### src/rtl/core/ctsw_pkg.sv
// Types and constants of the countdown timer and stopwatch controller.
package ctsw_pkg;

    typedef enum logic [3:0] {
        REQ_TICK       = 4'd0,
        REQ_BTN1       = 4'd1,
        REQ_BTN2       = 4'd2,
        REQ_BTN3       = 4'd3,
        REQ_TMR_DONE   = 4'd4,
        REQ_TMR_START  = 4'd5,
        REQ_TMR_STOP   = 4'd6,
        REQ_TMR_RESET  = 4'd7,
        REQ_SW_START   = 4'd8,
        REQ_SW_STOP    = 4'd9,
        REQ_SW_RESET   = 4'd10,
        REQ_SET_PRESET = 4'd11
    } req_t;

    localparam logic [2:0]  MODE_CLOCK      = 3'd0;
    localparam logic [2:0]  MODE_TIMER      = 3'd1;
    localparam logic [2:0]  MODE_STOPWATCH  = 3'd2;
    localparam logic [2:0]  MODE_COLOR_DEMO = 3'd3;
    localparam logic [2:0]  MODE_LAST       = 3'd4;

    localparam logic [31:0] MS_PER_SEC  = 32'd1000;
    localparam logic [22:0] PRESET_STEP = 23'd60;
    localparam logic [22:0] PRESET_CAP  = 23'd4294967;

    typedef struct packed {
        logic [2:0]  mode;
        logic [22:0] preset_secs;
        logic        timer_run;
        logic [31:0] timer_left;
        logic [31:0] timer_start_time;
        logic [31:0] timer_start_left;
        logic        sw_run;
        logic [31:0] sw_accum;
        logic [31:0] sw_start_time;
    } ctsw_state_t;

endpackage

### src/rtl/core/countdown_timer_stopwatch_ctrl.sv
// Top level: event-driven countdown timer and stopwatch controller.
//
//  channel | direction | handshake           | word
//  --------+-----------+---------------------+----------------------------------------
//  event   | in        | in_valid / in_ready | req_type, now_ms, preset_value
//  status  | out       | out_valid/out_ready | mode_now, timer_*, stopwatch_*, display_changed
//
// One word per cycle while the status side is not stalled: an accepted event
// sits in the input register, and the single-pass update writes the controller
// state and the status register together as the event moves forward.
// Reset (rst_n, async, active low) clears the state to clock mode, all stopped.
// A stalled status word holds the event in the input register; accept a new
// event whenever that register is empty or moves forward this cycle.
module countdown_timer_stopwatch_ctrl (
    input  logic        clk,
    input  logic        rst_n,
    input  logic        in_valid,
    output logic        in_ready,
    input  logic [3:0]  req_type,
    input  logic [31:0] now_ms,
    input  logic [22:0] preset_value,
    output logic        out_valid,
    input  logic        out_ready,
    output logic [2:0]  mode_now,
    output logic        timer_active,
    output logic [31:0] timer_left_ms,
    output logic [22:0] timer_preset_now,
    output logic        stopwatch_active,
    output logic [31:0] stopwatch_ms,
    output logic        display_changed
);

    // Input register
    logic        in_vld_reg;
    logic [3:0]  req_reg;
    logic [31:0] now_reg;
    logic [22:0] pval_reg;

    // Controller state
    ctsw_pkg::ctsw_state_t st_reg;
    ctsw_pkg::ctsw_state_t st_next;

    // Status register
    logic        out_vld_reg;
    logic [2:0]  mode_out_reg;
    logic        tmr_act_reg;
    logic [31:0] tmr_left_reg;
    logic [22:0] preset_out_reg;
    logic        sw_act_reg;
    logic [31:0] sw_ms_reg;
    logic        chg_reg;

    logic        advance;
    logic        chg_next;
    logic [31:0] sw_ms_next;

    // Arithmetic shared by several events
    logic [31:0] tmr_elapsed;
    logic [31:0] sw_elapsed;
    logic [31:0] tmr_remain;
    logic        tmr_expired;
    logic [31:0] preset_ms;
    logic [23:0] preset_up;
    logic [22:0] preset_inc;
    logic [22:0] preset_dec;
    logic [22:0] preset_set;
    logic [22:0] load_secs;
    logic [31:0] load_ms;
    logic [31:0] start_left;

    // Move the pending event forward when the status register is free
    assign advance  = in_vld_reg && (!out_vld_reg || out_ready);
    assign in_ready = !in_vld_reg || advance;

    assign tmr_elapsed = now_reg - st_reg.timer_start_time;
    assign tmr_expired = tmr_elapsed >= st_reg.timer_start_left;
    assign tmr_remain  = st_reg.timer_start_left - tmr_elapsed;
    assign sw_elapsed  = now_reg - st_reg.sw_start_time;
    assign preset_ms   = {9'd0, st_reg.preset_secs} * ctsw_pkg::MS_PER_SEC;

    // Saturate at the cap so that the preset in ms fits 32 bits
    assign preset_up  = {1'b0, st_reg.preset_secs} + {1'b0, ctsw_pkg::PRESET_STEP};
    assign preset_inc = (preset_up > {1'b0, ctsw_pkg::PRESET_CAP}) ?
                        ctsw_pkg::PRESET_CAP : preset_up[22:0];
    assign preset_dec = (st_reg.preset_secs >= ctsw_pkg::PRESET_STEP) ?
                        (st_reg.preset_secs - ctsw_pkg::PRESET_STEP) : 23'd0;
    assign preset_set = (pval_reg > ctsw_pkg::PRESET_CAP) ? ctsw_pkg::PRESET_CAP : pval_reg;

    // One multiplier serves every preset change (BTN2, BTN3, SET_PRESET)
    always_comb
    begin
        case (req_reg)
            ctsw_pkg::REQ_BTN2:       load_secs = preset_inc;
            ctsw_pkg::REQ_BTN3:       load_secs = preset_dec;
            ctsw_pkg::REQ_SET_PRESET: load_secs = preset_set;
            default:                  load_secs = st_reg.preset_secs;
        endcase
    end

    assign load_ms    = {9'd0, load_secs} * ctsw_pkg::MS_PER_SEC;
    // Timer start reloads from the preset only when nothing is left
    assign start_left = (st_reg.timer_left == 32'd0) ? preset_ms : st_reg.timer_left;

    // Next controller state for the event in the input register
    always_comb
    begin
        st_next  = st_reg;
        chg_next = 1'b1;
        case (req_reg)
            ctsw_pkg::REQ_TICK:
            begin
                if (!st_reg.timer_run) begin
                    chg_next = 1'b0;
                end else if (tmr_expired) begin
                    st_next.timer_run  = 1'b0;
                    st_next.timer_left = 32'd0;
                end else if (tmr_remain != st_reg.timer_left) begin
                    st_next.timer_left = tmr_remain;
                end else begin
                    chg_next = 1'b0;
                end
            end
            ctsw_pkg::REQ_BTN1:
            begin
                st_next.mode = (st_reg.mode == ctsw_pkg::MODE_LAST) ?
                               ctsw_pkg::MODE_CLOCK : (st_reg.mode + 3'd1);
            end
            ctsw_pkg::REQ_BTN2:
            begin
                if (st_reg.mode == ctsw_pkg::MODE_TIMER) begin
                    st_next.preset_secs = load_secs;
                    st_next.timer_left  = load_ms;
                    st_next.timer_run   = 1'b0;
                end else if (st_reg.mode == ctsw_pkg::MODE_STOPWATCH) begin
                    // Toggle: stop and bank the lap, or start timing
                    if (st_reg.sw_run) begin
                        st_next.sw_accum = st_reg.sw_accum + sw_elapsed;
                        st_next.sw_run   = 1'b0;
                    end else begin
                        st_next.sw_run        = 1'b1;
                        st_next.sw_start_time = now_reg;
                    end
                end else begin
                    st_next.mode = ctsw_pkg::MODE_CLOCK;
                end
            end
            ctsw_pkg::REQ_BTN3:
            begin
                if (st_reg.mode == ctsw_pkg::MODE_TIMER) begin
                    st_next.preset_secs = load_secs;
                    st_next.timer_left  = load_ms;
                    st_next.timer_run   = 1'b0;
                end else if (st_reg.mode == ctsw_pkg::MODE_STOPWATCH) begin
                    st_next.sw_run        = 1'b0;
                    st_next.sw_accum      = 32'd0;
                    st_next.sw_start_time = now_reg;
                end else begin
                    st_next.mode = ctsw_pkg::MODE_COLOR_DEMO;
                end
            end
            ctsw_pkg::REQ_TMR_DONE:
            begin
                st_next.timer_run  = 1'b0;
                st_next.timer_left = 32'd0;
            end
            ctsw_pkg::REQ_TMR_START:
            begin
                st_next.mode             = ctsw_pkg::MODE_TIMER;
                st_next.timer_left       = start_left;
                st_next.timer_run        = (start_left != 32'd0);
                st_next.timer_start_time = now_reg;
                st_next.timer_start_left = start_left;
            end
            ctsw_pkg::REQ_TMR_STOP:
            begin
                if (st_reg.timer_run) begin
                    st_next.timer_left = tmr_expired ? 32'd0 : tmr_remain;
                    st_next.timer_run  = 1'b0;
                end else begin
                    chg_next = 1'b0;
                end
            end
            ctsw_pkg::REQ_TMR_RESET:
            begin
                st_next.timer_run  = 1'b0;
                st_next.timer_left = preset_ms;
            end
            ctsw_pkg::REQ_SW_START:
            begin
                st_next.mode = ctsw_pkg::MODE_STOPWATCH;
                if (!st_reg.sw_run) begin
                    st_next.sw_run        = 1'b1;
                    st_next.sw_start_time = now_reg;
                end
            end
            ctsw_pkg::REQ_SW_STOP:
            begin
                if (st_reg.sw_run) begin
                    st_next.sw_accum = st_reg.sw_accum + sw_elapsed;
                    st_next.sw_run   = 1'b0;
                end else begin
                    chg_next = 1'b0;
                end
            end
            ctsw_pkg::REQ_SW_RESET:
            begin
                st_next.sw_run        = 1'b0;
                st_next.sw_accum      = 32'd0;
                st_next.sw_start_time = now_reg;
            end
            ctsw_pkg::REQ_SET_PRESET:
            begin
                st_next.preset_secs = load_secs;
                st_next.timer_left  = load_ms;
                st_next.timer_run   = 1'b0;
            end
            default:
            begin
                // Unused codes: drop without effect
                chg_next = 1'b0;
            end
        endcase
    end

    // Live stopwatch reading at the event time, from the updated state
    assign sw_ms_next = st_next.sw_run ?
                        (st_next.sw_accum + (now_reg - st_next.sw_start_time)) :
                        st_next.sw_accum;

    // Input register: control
    always_ff @(posedge clk or negedge rst_n)
    begin
        if (!rst_n) begin
            in_vld_reg <= 1'b0;
        end else if (in_ready) begin
            in_vld_reg <= in_valid;
        end
    end

    // Input register: payload
    always_ff @(posedge clk)
    begin
        if (in_valid && in_ready) begin
            req_reg  <= req_type;
            now_reg  <= now_ms;
            pval_reg <= preset_value;
        end
    end

    // Controller state: commit as the event moves to the status register
    always_ff @(posedge clk or negedge rst_n)
    begin
        if (!rst_n) begin
            st_reg <= '0;
        end else if (advance) begin
            st_reg <= st_next;
        end
    end

    // Status register: control
    always_ff @(posedge clk or negedge rst_n)
    begin
        if (!rst_n) begin
            out_vld_reg <= 1'b0;
        end else if (advance) begin
            out_vld_reg <= 1'b1;
        end else if (out_ready) begin
            out_vld_reg <= 1'b0;
        end
    end

    // Status register: payload
    always_ff @(posedge clk)
    begin
        if (advance) begin
            mode_out_reg   <= st_next.mode;
            tmr_act_reg    <= st_next.timer_run;
            tmr_left_reg   <= st_next.timer_left;
            preset_out_reg <= st_next.preset_secs;
            sw_act_reg     <= st_next.sw_run;
            sw_ms_reg      <= sw_ms_next;
            chg_reg        <= chg_next;
        end
    end

    assign out_valid        = out_vld_reg;
    assign mode_now         = mode_out_reg;
    assign timer_active     = tmr_act_reg;
    assign timer_left_ms    = tmr_left_reg;
    assign timer_preset_now = preset_out_reg;
    assign stopwatch_active = sw_act_reg;
    assign stopwatch_ms     = sw_ms_reg;
    assign display_changed  = chg_reg;

endmodule

### config.mk
export PLATFORM = sky130hd
export DESIGN_NAME = countdown_timer_stopwatch_ctrl
export DESIGN_NICKNAME = d
export VERILOG_FILES = /design/src/rtl/core/ctsw_pkg.sv /design/src/rtl/core/countdown_timer_stopwatch_ctrl.sv
export SDC_FILE = /design/constraint.sdc
export NUM_CORES = 2
export LEC_CHECK = 0
export ABC_AREA = 0
export BUFFER_PORTS_ARGS = -buffer_cell sky130_fd_sc_hd__clkbuf_2
export CAP_MARGIN = 20
export CELL_PAD_IN_SITES_DETAIL_PLACEMENT = 1
export CELL_PAD_IN_SITES_GLOBAL_PLACEMENT = 1
export CORE_MARGIN = 2
export CORE_UTILIZATION = 49
export CTS_CLUSTER_SIZE = 28
export DETAILED_ROUTE_END_ITERATION = 12
export GPL_ROUTABILITY_DRIVEN = 0
export PLACE_DENSITY_LB_ADDON = 0.3
export SLEW_MARGIN = 20
export SYNTH_ARGS = -nofsm -noshare
export SYNTH_HDL_FRONTEND = slang
export SYNTH_SLANG_ARGS = --single-unit
### constraint.sdc
create_clock -name clk -period 11.45 [get_ports clk]
set_clock_uncertainty 0.1 [all_clocks]
set_input_delay 1.7175 -clock clk [delete_from_list [all_inputs] [get_ports clk]]
set_output_delay 1.7175 -clock clk [all_outputs]
set_load 0.02 [all_outputs]
== Yosys cells after proc, flatten, opt, wreduce, memory -nomap -nowiden ==
Cells that the tools add are included.

* Flip-flop bits (word level): 342
* Input bits: 63
* Output and inout port bits: 95
* Word-level logic and storage cells: 104

* Add/sub/neg operators: 9
* $mul: 2
* Magnitude comparators: 4
* Eq/ne operators: 15
* Mux-type cells: 40
* Reductions and logical operators: 13

{| class="wikitable"
|+ Operator list
! operator !! number
|-
| 32-bit 2-to-1 mux || 9
|-
| 65-bit 2-to-1 mux || 4
|-
| 32-bit case mux with 4 select lines || 2
|-
| 33-bit case mux with 7 select lines || 1
|-
| 32-bit subtractor || 4
|-
| 23-bit 2-to-1 mux || 3
|-
| 23-bit case mux with 3 select lines || 1
|-
| 32-bit adder || 2
|-
| 23-bit by 7-bit multiplier with 29-bit output (second input constant) || 2
|-
| 56-bit 2-to-1 mux || 1
|-
| 23-bit case mux with 2 select lines || 1
|-
| 33-bit 2-to-1 mux || 1
|-
| 32-bit >= comparator || 1
|-
| 32-bit zero test || 1
|-
| 32-bit != test || 1
|-
| 32-bit nonzero test || 1
|-
| 23-bit by 6-bit adder with 24-bit output (second input constant) || 1
|-
| 24-bit by 23-bit greater-than comparator with 1-bit output (second input constant) || 1
|-
| 23-bit by 6-bit >= comparator with 1-bit output (second input constant) || 1
|-
| 23-bit greater-than comparator (second input constant) || 1
|-
| 23-bit by 6-bit subtractor with 23-bit output (second input constant) || 1
|-
| 4-bit by 3-bit == test with 1-bit output (second input constant) || 4
|-
| 4-bit == test (second input constant) || 4
|-
| 3-bit 2-to-1 mux || 5
|-
| 18 further kinds || 30
|}

== Longest topological paths before layout ==
* Word-level depth: 9
* Depth in mapped cells: 35
* Depth with buffers taken out: 34

== Least setup slack after synthesis ==
Ideal clock, no wire load.

* Kind: reg2reg
* Start: register st_reg[164] (netlist name)
* End: register tmr_left_reg[28], in the netlist timer_left_ms[28], data pin
* Setup time: 0.269 ns
* Data arrival time: 8.574 ns
* Data required time: 11.081 ns
* Path slack: 2.508 ns
* Stages on the path, launching flop included: 33
* Clock period less this slack: 8.942 ns
* Cell sequence: dfrtp_1 > clkbuf_1 > inv_1 > ha_1 > nand2b_1 > a2111oi_1 > a31oi_1 > nor4_1 > o211ai_1 > nor4_1 > nand3_1 > o21ai_1 > nand2_1 > o21ai_0 > fa_1 > inv_1 > fa_1 > fa_1 > inv_1 > fa_1 > ha_1 > a21o_1 > a21o_1 > a211oi_1 > o31a_1 > o21ai_0 > nand2b_1 > a311oi_1 > xor2_1 > a221oi_1 > o221ai_1 > a311oi_1 > a21oi_1

{| class="wikitable"
|+ RTL lines
! item !! RTL line !! RTL
|-
| from (decl) || countdown_timer_stopwatch_ctrl.sv:40 || <nowiki>ctsw_pkg::ctsw_state_t st_reg;</nowiki>
|-
| from (signal assigned) || countdown_timer_stopwatch_ctrl.sv:256 || <nowiki>st_reg <= st_next;</nowiki>
|-
| to (signal assigned) || countdown_timer_stopwatch_ctrl.sv:278 || <nowiki>tmr_left_reg <= st_next.timer_left;</nowiki>
|-
| to (decl) || countdown_timer_stopwatch_ctrl.sv:47 || <nowiki>logic [31:0] tmr_left_reg;</nowiki>
|}

== Worst setup path in the final report ==
* Start: register st_reg[164] (netlist name)
* End: register st_reg[157] (netlist name)

* Word-level cells in the longest chain between the ends: 7
* Elaborated cells on any way between the ends: 12

{| class="wikitable"
|+ RTL lines
! item !! RTL line !! RTL
|-
| 23-bit by 6-bit adder with 24-bit output || countdown_timer_stopwatch_ctrl.sv:82 || <nowiki>assign preset_up = {1'b0, st_reg.preset_secs} + {1'b0, ctsw_pkg::PRESET_STEP};</nowiki>
|-
| 24-bit by 23-bit greater-than comparator with 1-bit output || countdown_timer_stopwatch_ctrl.sv:83 || <nowiki>assign preset_inc = (preset_up > {1'b0, ctsw_pkg::PRESET_CAP}) ?</nowiki>
|-
| 23-bit 2-to-1 mux || countdown_timer_stopwatch_ctrl.sv:83 ||
|-
| 23-bit case mux with 3 select lines || countdown_timer_stopwatch_ctrl.sv:92 || <nowiki>case (req_reg)</nowiki>
|-
| 23-bit by 7-bit multiplier with 29-bit output || countdown_timer_stopwatch_ctrl.sv:100 || <nowiki>assign load_ms = {9'd0, load_secs} * ctsw_pkg::MS_PER_SEC;</nowiki>
|-
| 56-bit 2-to-1 mux || countdown_timer_stopwatch_ctrl.sv:130, countdown_timer_stopwatch_ctrl.sv:149 ||
|-
| 33-bit case mux with 7 select lines (*) || countdown_timer_stopwatch_ctrl.sv:109 || <nowiki>case (req_reg)</nowiki>
|}

Mark *: on every way between the ends. The rest lies on a longest branch, timed or not.
A chain may end at the register's enable or synchronous reset.

==> impl_metrics.ini <==
[yosys]
syn_area_sq_mm = 0.0339
synth.area.mux_share_pct = 0.815
synth_top_area_share_pct = 14.0
synth_top_family_by_area = adder cells
async_reset_ff_share_pct = 55.6
synth_simple_gate_area_share_pct = 13.6
ys_warn_count = 0
syn_nets = 4480
synth-main-ff-cell = dfrtp_1
synthAdderAreaFrac_pct = 24.1
avgSynthCellArea_sq_um = 8.70
synth_seq_cells = 342
synth.distinct_cells = 90
synth_edf_count = 152
synth-compound-area-share_pct = 20.4
synthTopCellsByCount = inv_1 (548), nand2_1 (453), o21ai_0 (352), a21oi_1 (295), ha_1 (288)
syn_inst = 3901
yosysSeqAreaShare_pct = 27.5
synthXorXnorAreaFrac_pct = 5.85
ys_top_cells_by_area = dfrtp_1 (14%), fa_1 (13%), edfxtp_1 (13%)
synth.most_common_cell = inv_1
synth_area_leader_cell = dfrtp_1

[die]
ios = 158
core_area_sq_mm = 0.0686
design.die.area_sq_mm = 0.0714
initial_core_util_pct = 49.5
die_h_um = 267
chipWidth_um = 267
rows = 96

[timing]
finalMaxSlewViolations = 0
tightestPinTransition_ps = 1250
fin_tns_setup_ps = 0
fin_crit_sh_pct = 90.3
fmax_ghz = 0.0967
hold_viol_final = 0
min_period_ps = 10340
maxSlewHeadroom_pct = 16.6
setup_viol = 0
rsz0062_at_grt = no

[placement]
dp_hpwl_mm = 90.2
io_buffers = 157

[grt]
grt_pass1_vias = 31500
grt_first_pass_wirelength_mm = 183
grt_usage_pct = 33.4
grt_max_degree = 107
grt_overflow = 0
antenna_found_initial = 1

[worst_setup_path]
worstSetupEndpointType = flop
worstPathRequired_ps = 11840
regToRegEndpoint = st_reg[157]
r2r-start = st_reg[164]
crit_type = reg -> reg
crit_slowest_cell = dfrtp_1
cp_max_fo = 14
cp.arrival_ps = 10730
r2r_cells = 36
startpoint_type = flop
slowest_delay_ps = 720
r2r_slack_ps = 1110

[routing]
detail_route.vias_per_cell = 6.13
firstDrtPassIters = 6
totalWireLength_mm = 118
drc = 0
ant_nets = 0
drt_iter0_drc = 2630
dr_total_vias = 30500
wl_per_cell_um = 23.7

[worst_hold_path]
min_path_type = reg -> reg
hp-start = st_reg[125]
min_path_cells = 2
min_to = st_reg[125]

[clock_tree]
cts_buffers = 45
clock_latency_ps = 620
cts_tree = done
ctsHoldBuffers = 0
post_cts_buffers = 0
cts.htree.levels = 2
root_buffer = clkbuf_16
cts.sinks = 342
path_clk_slew_ps = 70
cts_resized = 0
cts.path.max_buffers = 3

[cells_and_area]
nNetsFinal = 4588
utilization_pct = 54.2
drive_gt1_share_pct = 8.65
largest_reg_flops = 188
area_delta_synth_final_pct = 9.63

[job]
maxCapViolCount = 0

[status]
outcome = completed
==> worst max-delay path: cells and delay by family, from the launching register on <==
family	cells	cell delay, ps
AO/OA/AOI/OAI	13	3230
adder cells (fa/ha/maj)	6	2670
XOR/XNOR	1	150
buffers and inverters	7	1070
AND/OR/NAND/NOR	9	2230
flip-flops	1	720
==> how the worst max path moves through the flow <==
stage | start | to | slack, ps
2_1_floorplan | st_reg[164] | timer_left_ms[28] | 2510
3_3_place_gp | st_reg[164] | timer_left_ms[28] | 1690
3_5_place_dp | st_reg[164] | st_reg[157] | 1380
4_1_cts | st_reg[164] | timer_left_ms[28] | 1280
5_1_grt | st_reg[164] | timer_left_ms[28] | 450
6_report | st_reg[164] | st_reg[157] | 1110
==> cell type report <==
cell class / count / area, sq um
Fill cell: 8169 / 31400
Multi-Input combinational cell: 2868 / 22000
Sequential cell: 342 / 9320
Inverter: 549 / 2070
Clock buffer: 61 / 1250
Tap cell: 931 / 1160
Timing Repair Buffer: 203 / 1140
Clock inverter: 23 / 218
Antenna cell: 1 / 2.50
==> routing by layer <==
metal | share of wire [%] | GRT usage (%) | up-vias
met2 | 45 | 52.8 | 1246
met5 | 0 | 0 | -
met3 | 8.0 | 6.32 | 310
met1 | 42 | 44.3 | 15300
li1 | - | - | 13600
met4 | 5.1 | 15.0 | 0
==> metrics by stage <==
step / std cells / hold WS [ps] / instance area (sq um) / worst slack, ps
floorplan: 3901 / 350 / 33900 / 2510
detailed placement: 4893 / 370 / 35700 / 1380
global placement: 4893 / 361 / 35700 / 1690
CTS: 4977 / 382 / 37200 / 1280
finish: 4978 / 380 / 37200 / 1110
global route: 4977 / 404 / 37200 / 445
==> cells by family (layout without fill, tap and decap cells) <==
kind of cell             count (synthesis)  in the layout
AND/OR/NAND/NOR                       1011           1011
buffers and inverters                  691            836
AO/OA/AOI/OAI                         1106           1106
flip-flops                             342            342
XOR/XNOR                               209            209
multiplexers                            26             26
adder cells (fa/ha/maj)                516            516
other                                    0              1
==> layout by cell type, fill, tap and decap left out, drive strengths merged, types with 15 or more instances in the layout <==
cell / netlist / routed
a221oi: 26 / 26
ha: 288 / 288
inv: 548 / 552
a22oi: 18 / 18
nand3: 56 / 56
and3: 30 / 30
o21ai: 357 / 357
nor2b: 30 / 30
dfrtp: 190 / 190
nor4: 19 / 19
nand2: 454 / 454
buf: 21 / 46
and2: 29 / 29
o31ai: 20 / 20
a21oi: 298 / 298
o211ai: 18 / 18
nand4: 29 / 29
a21o: 91 / 91
clkbuf: 121 / 218
nor3: 40 / 40
a31oi: 50 / 50
edfxtp: 152 / 152
fa: 228 / 228
o21a: 30 / 30
nor2: 207 / 207
or3: 19 / 19
a211oi: 26 / 26
or2: 15 / 15
xnor2: 122 / 122
xor2: 76 / 76
nand2b: 54 / 54
clkinv: 1 / 16
Power is not shown: default switching activity piles up to over one toggle a cycle in this logic, so the estimate is an artifact.
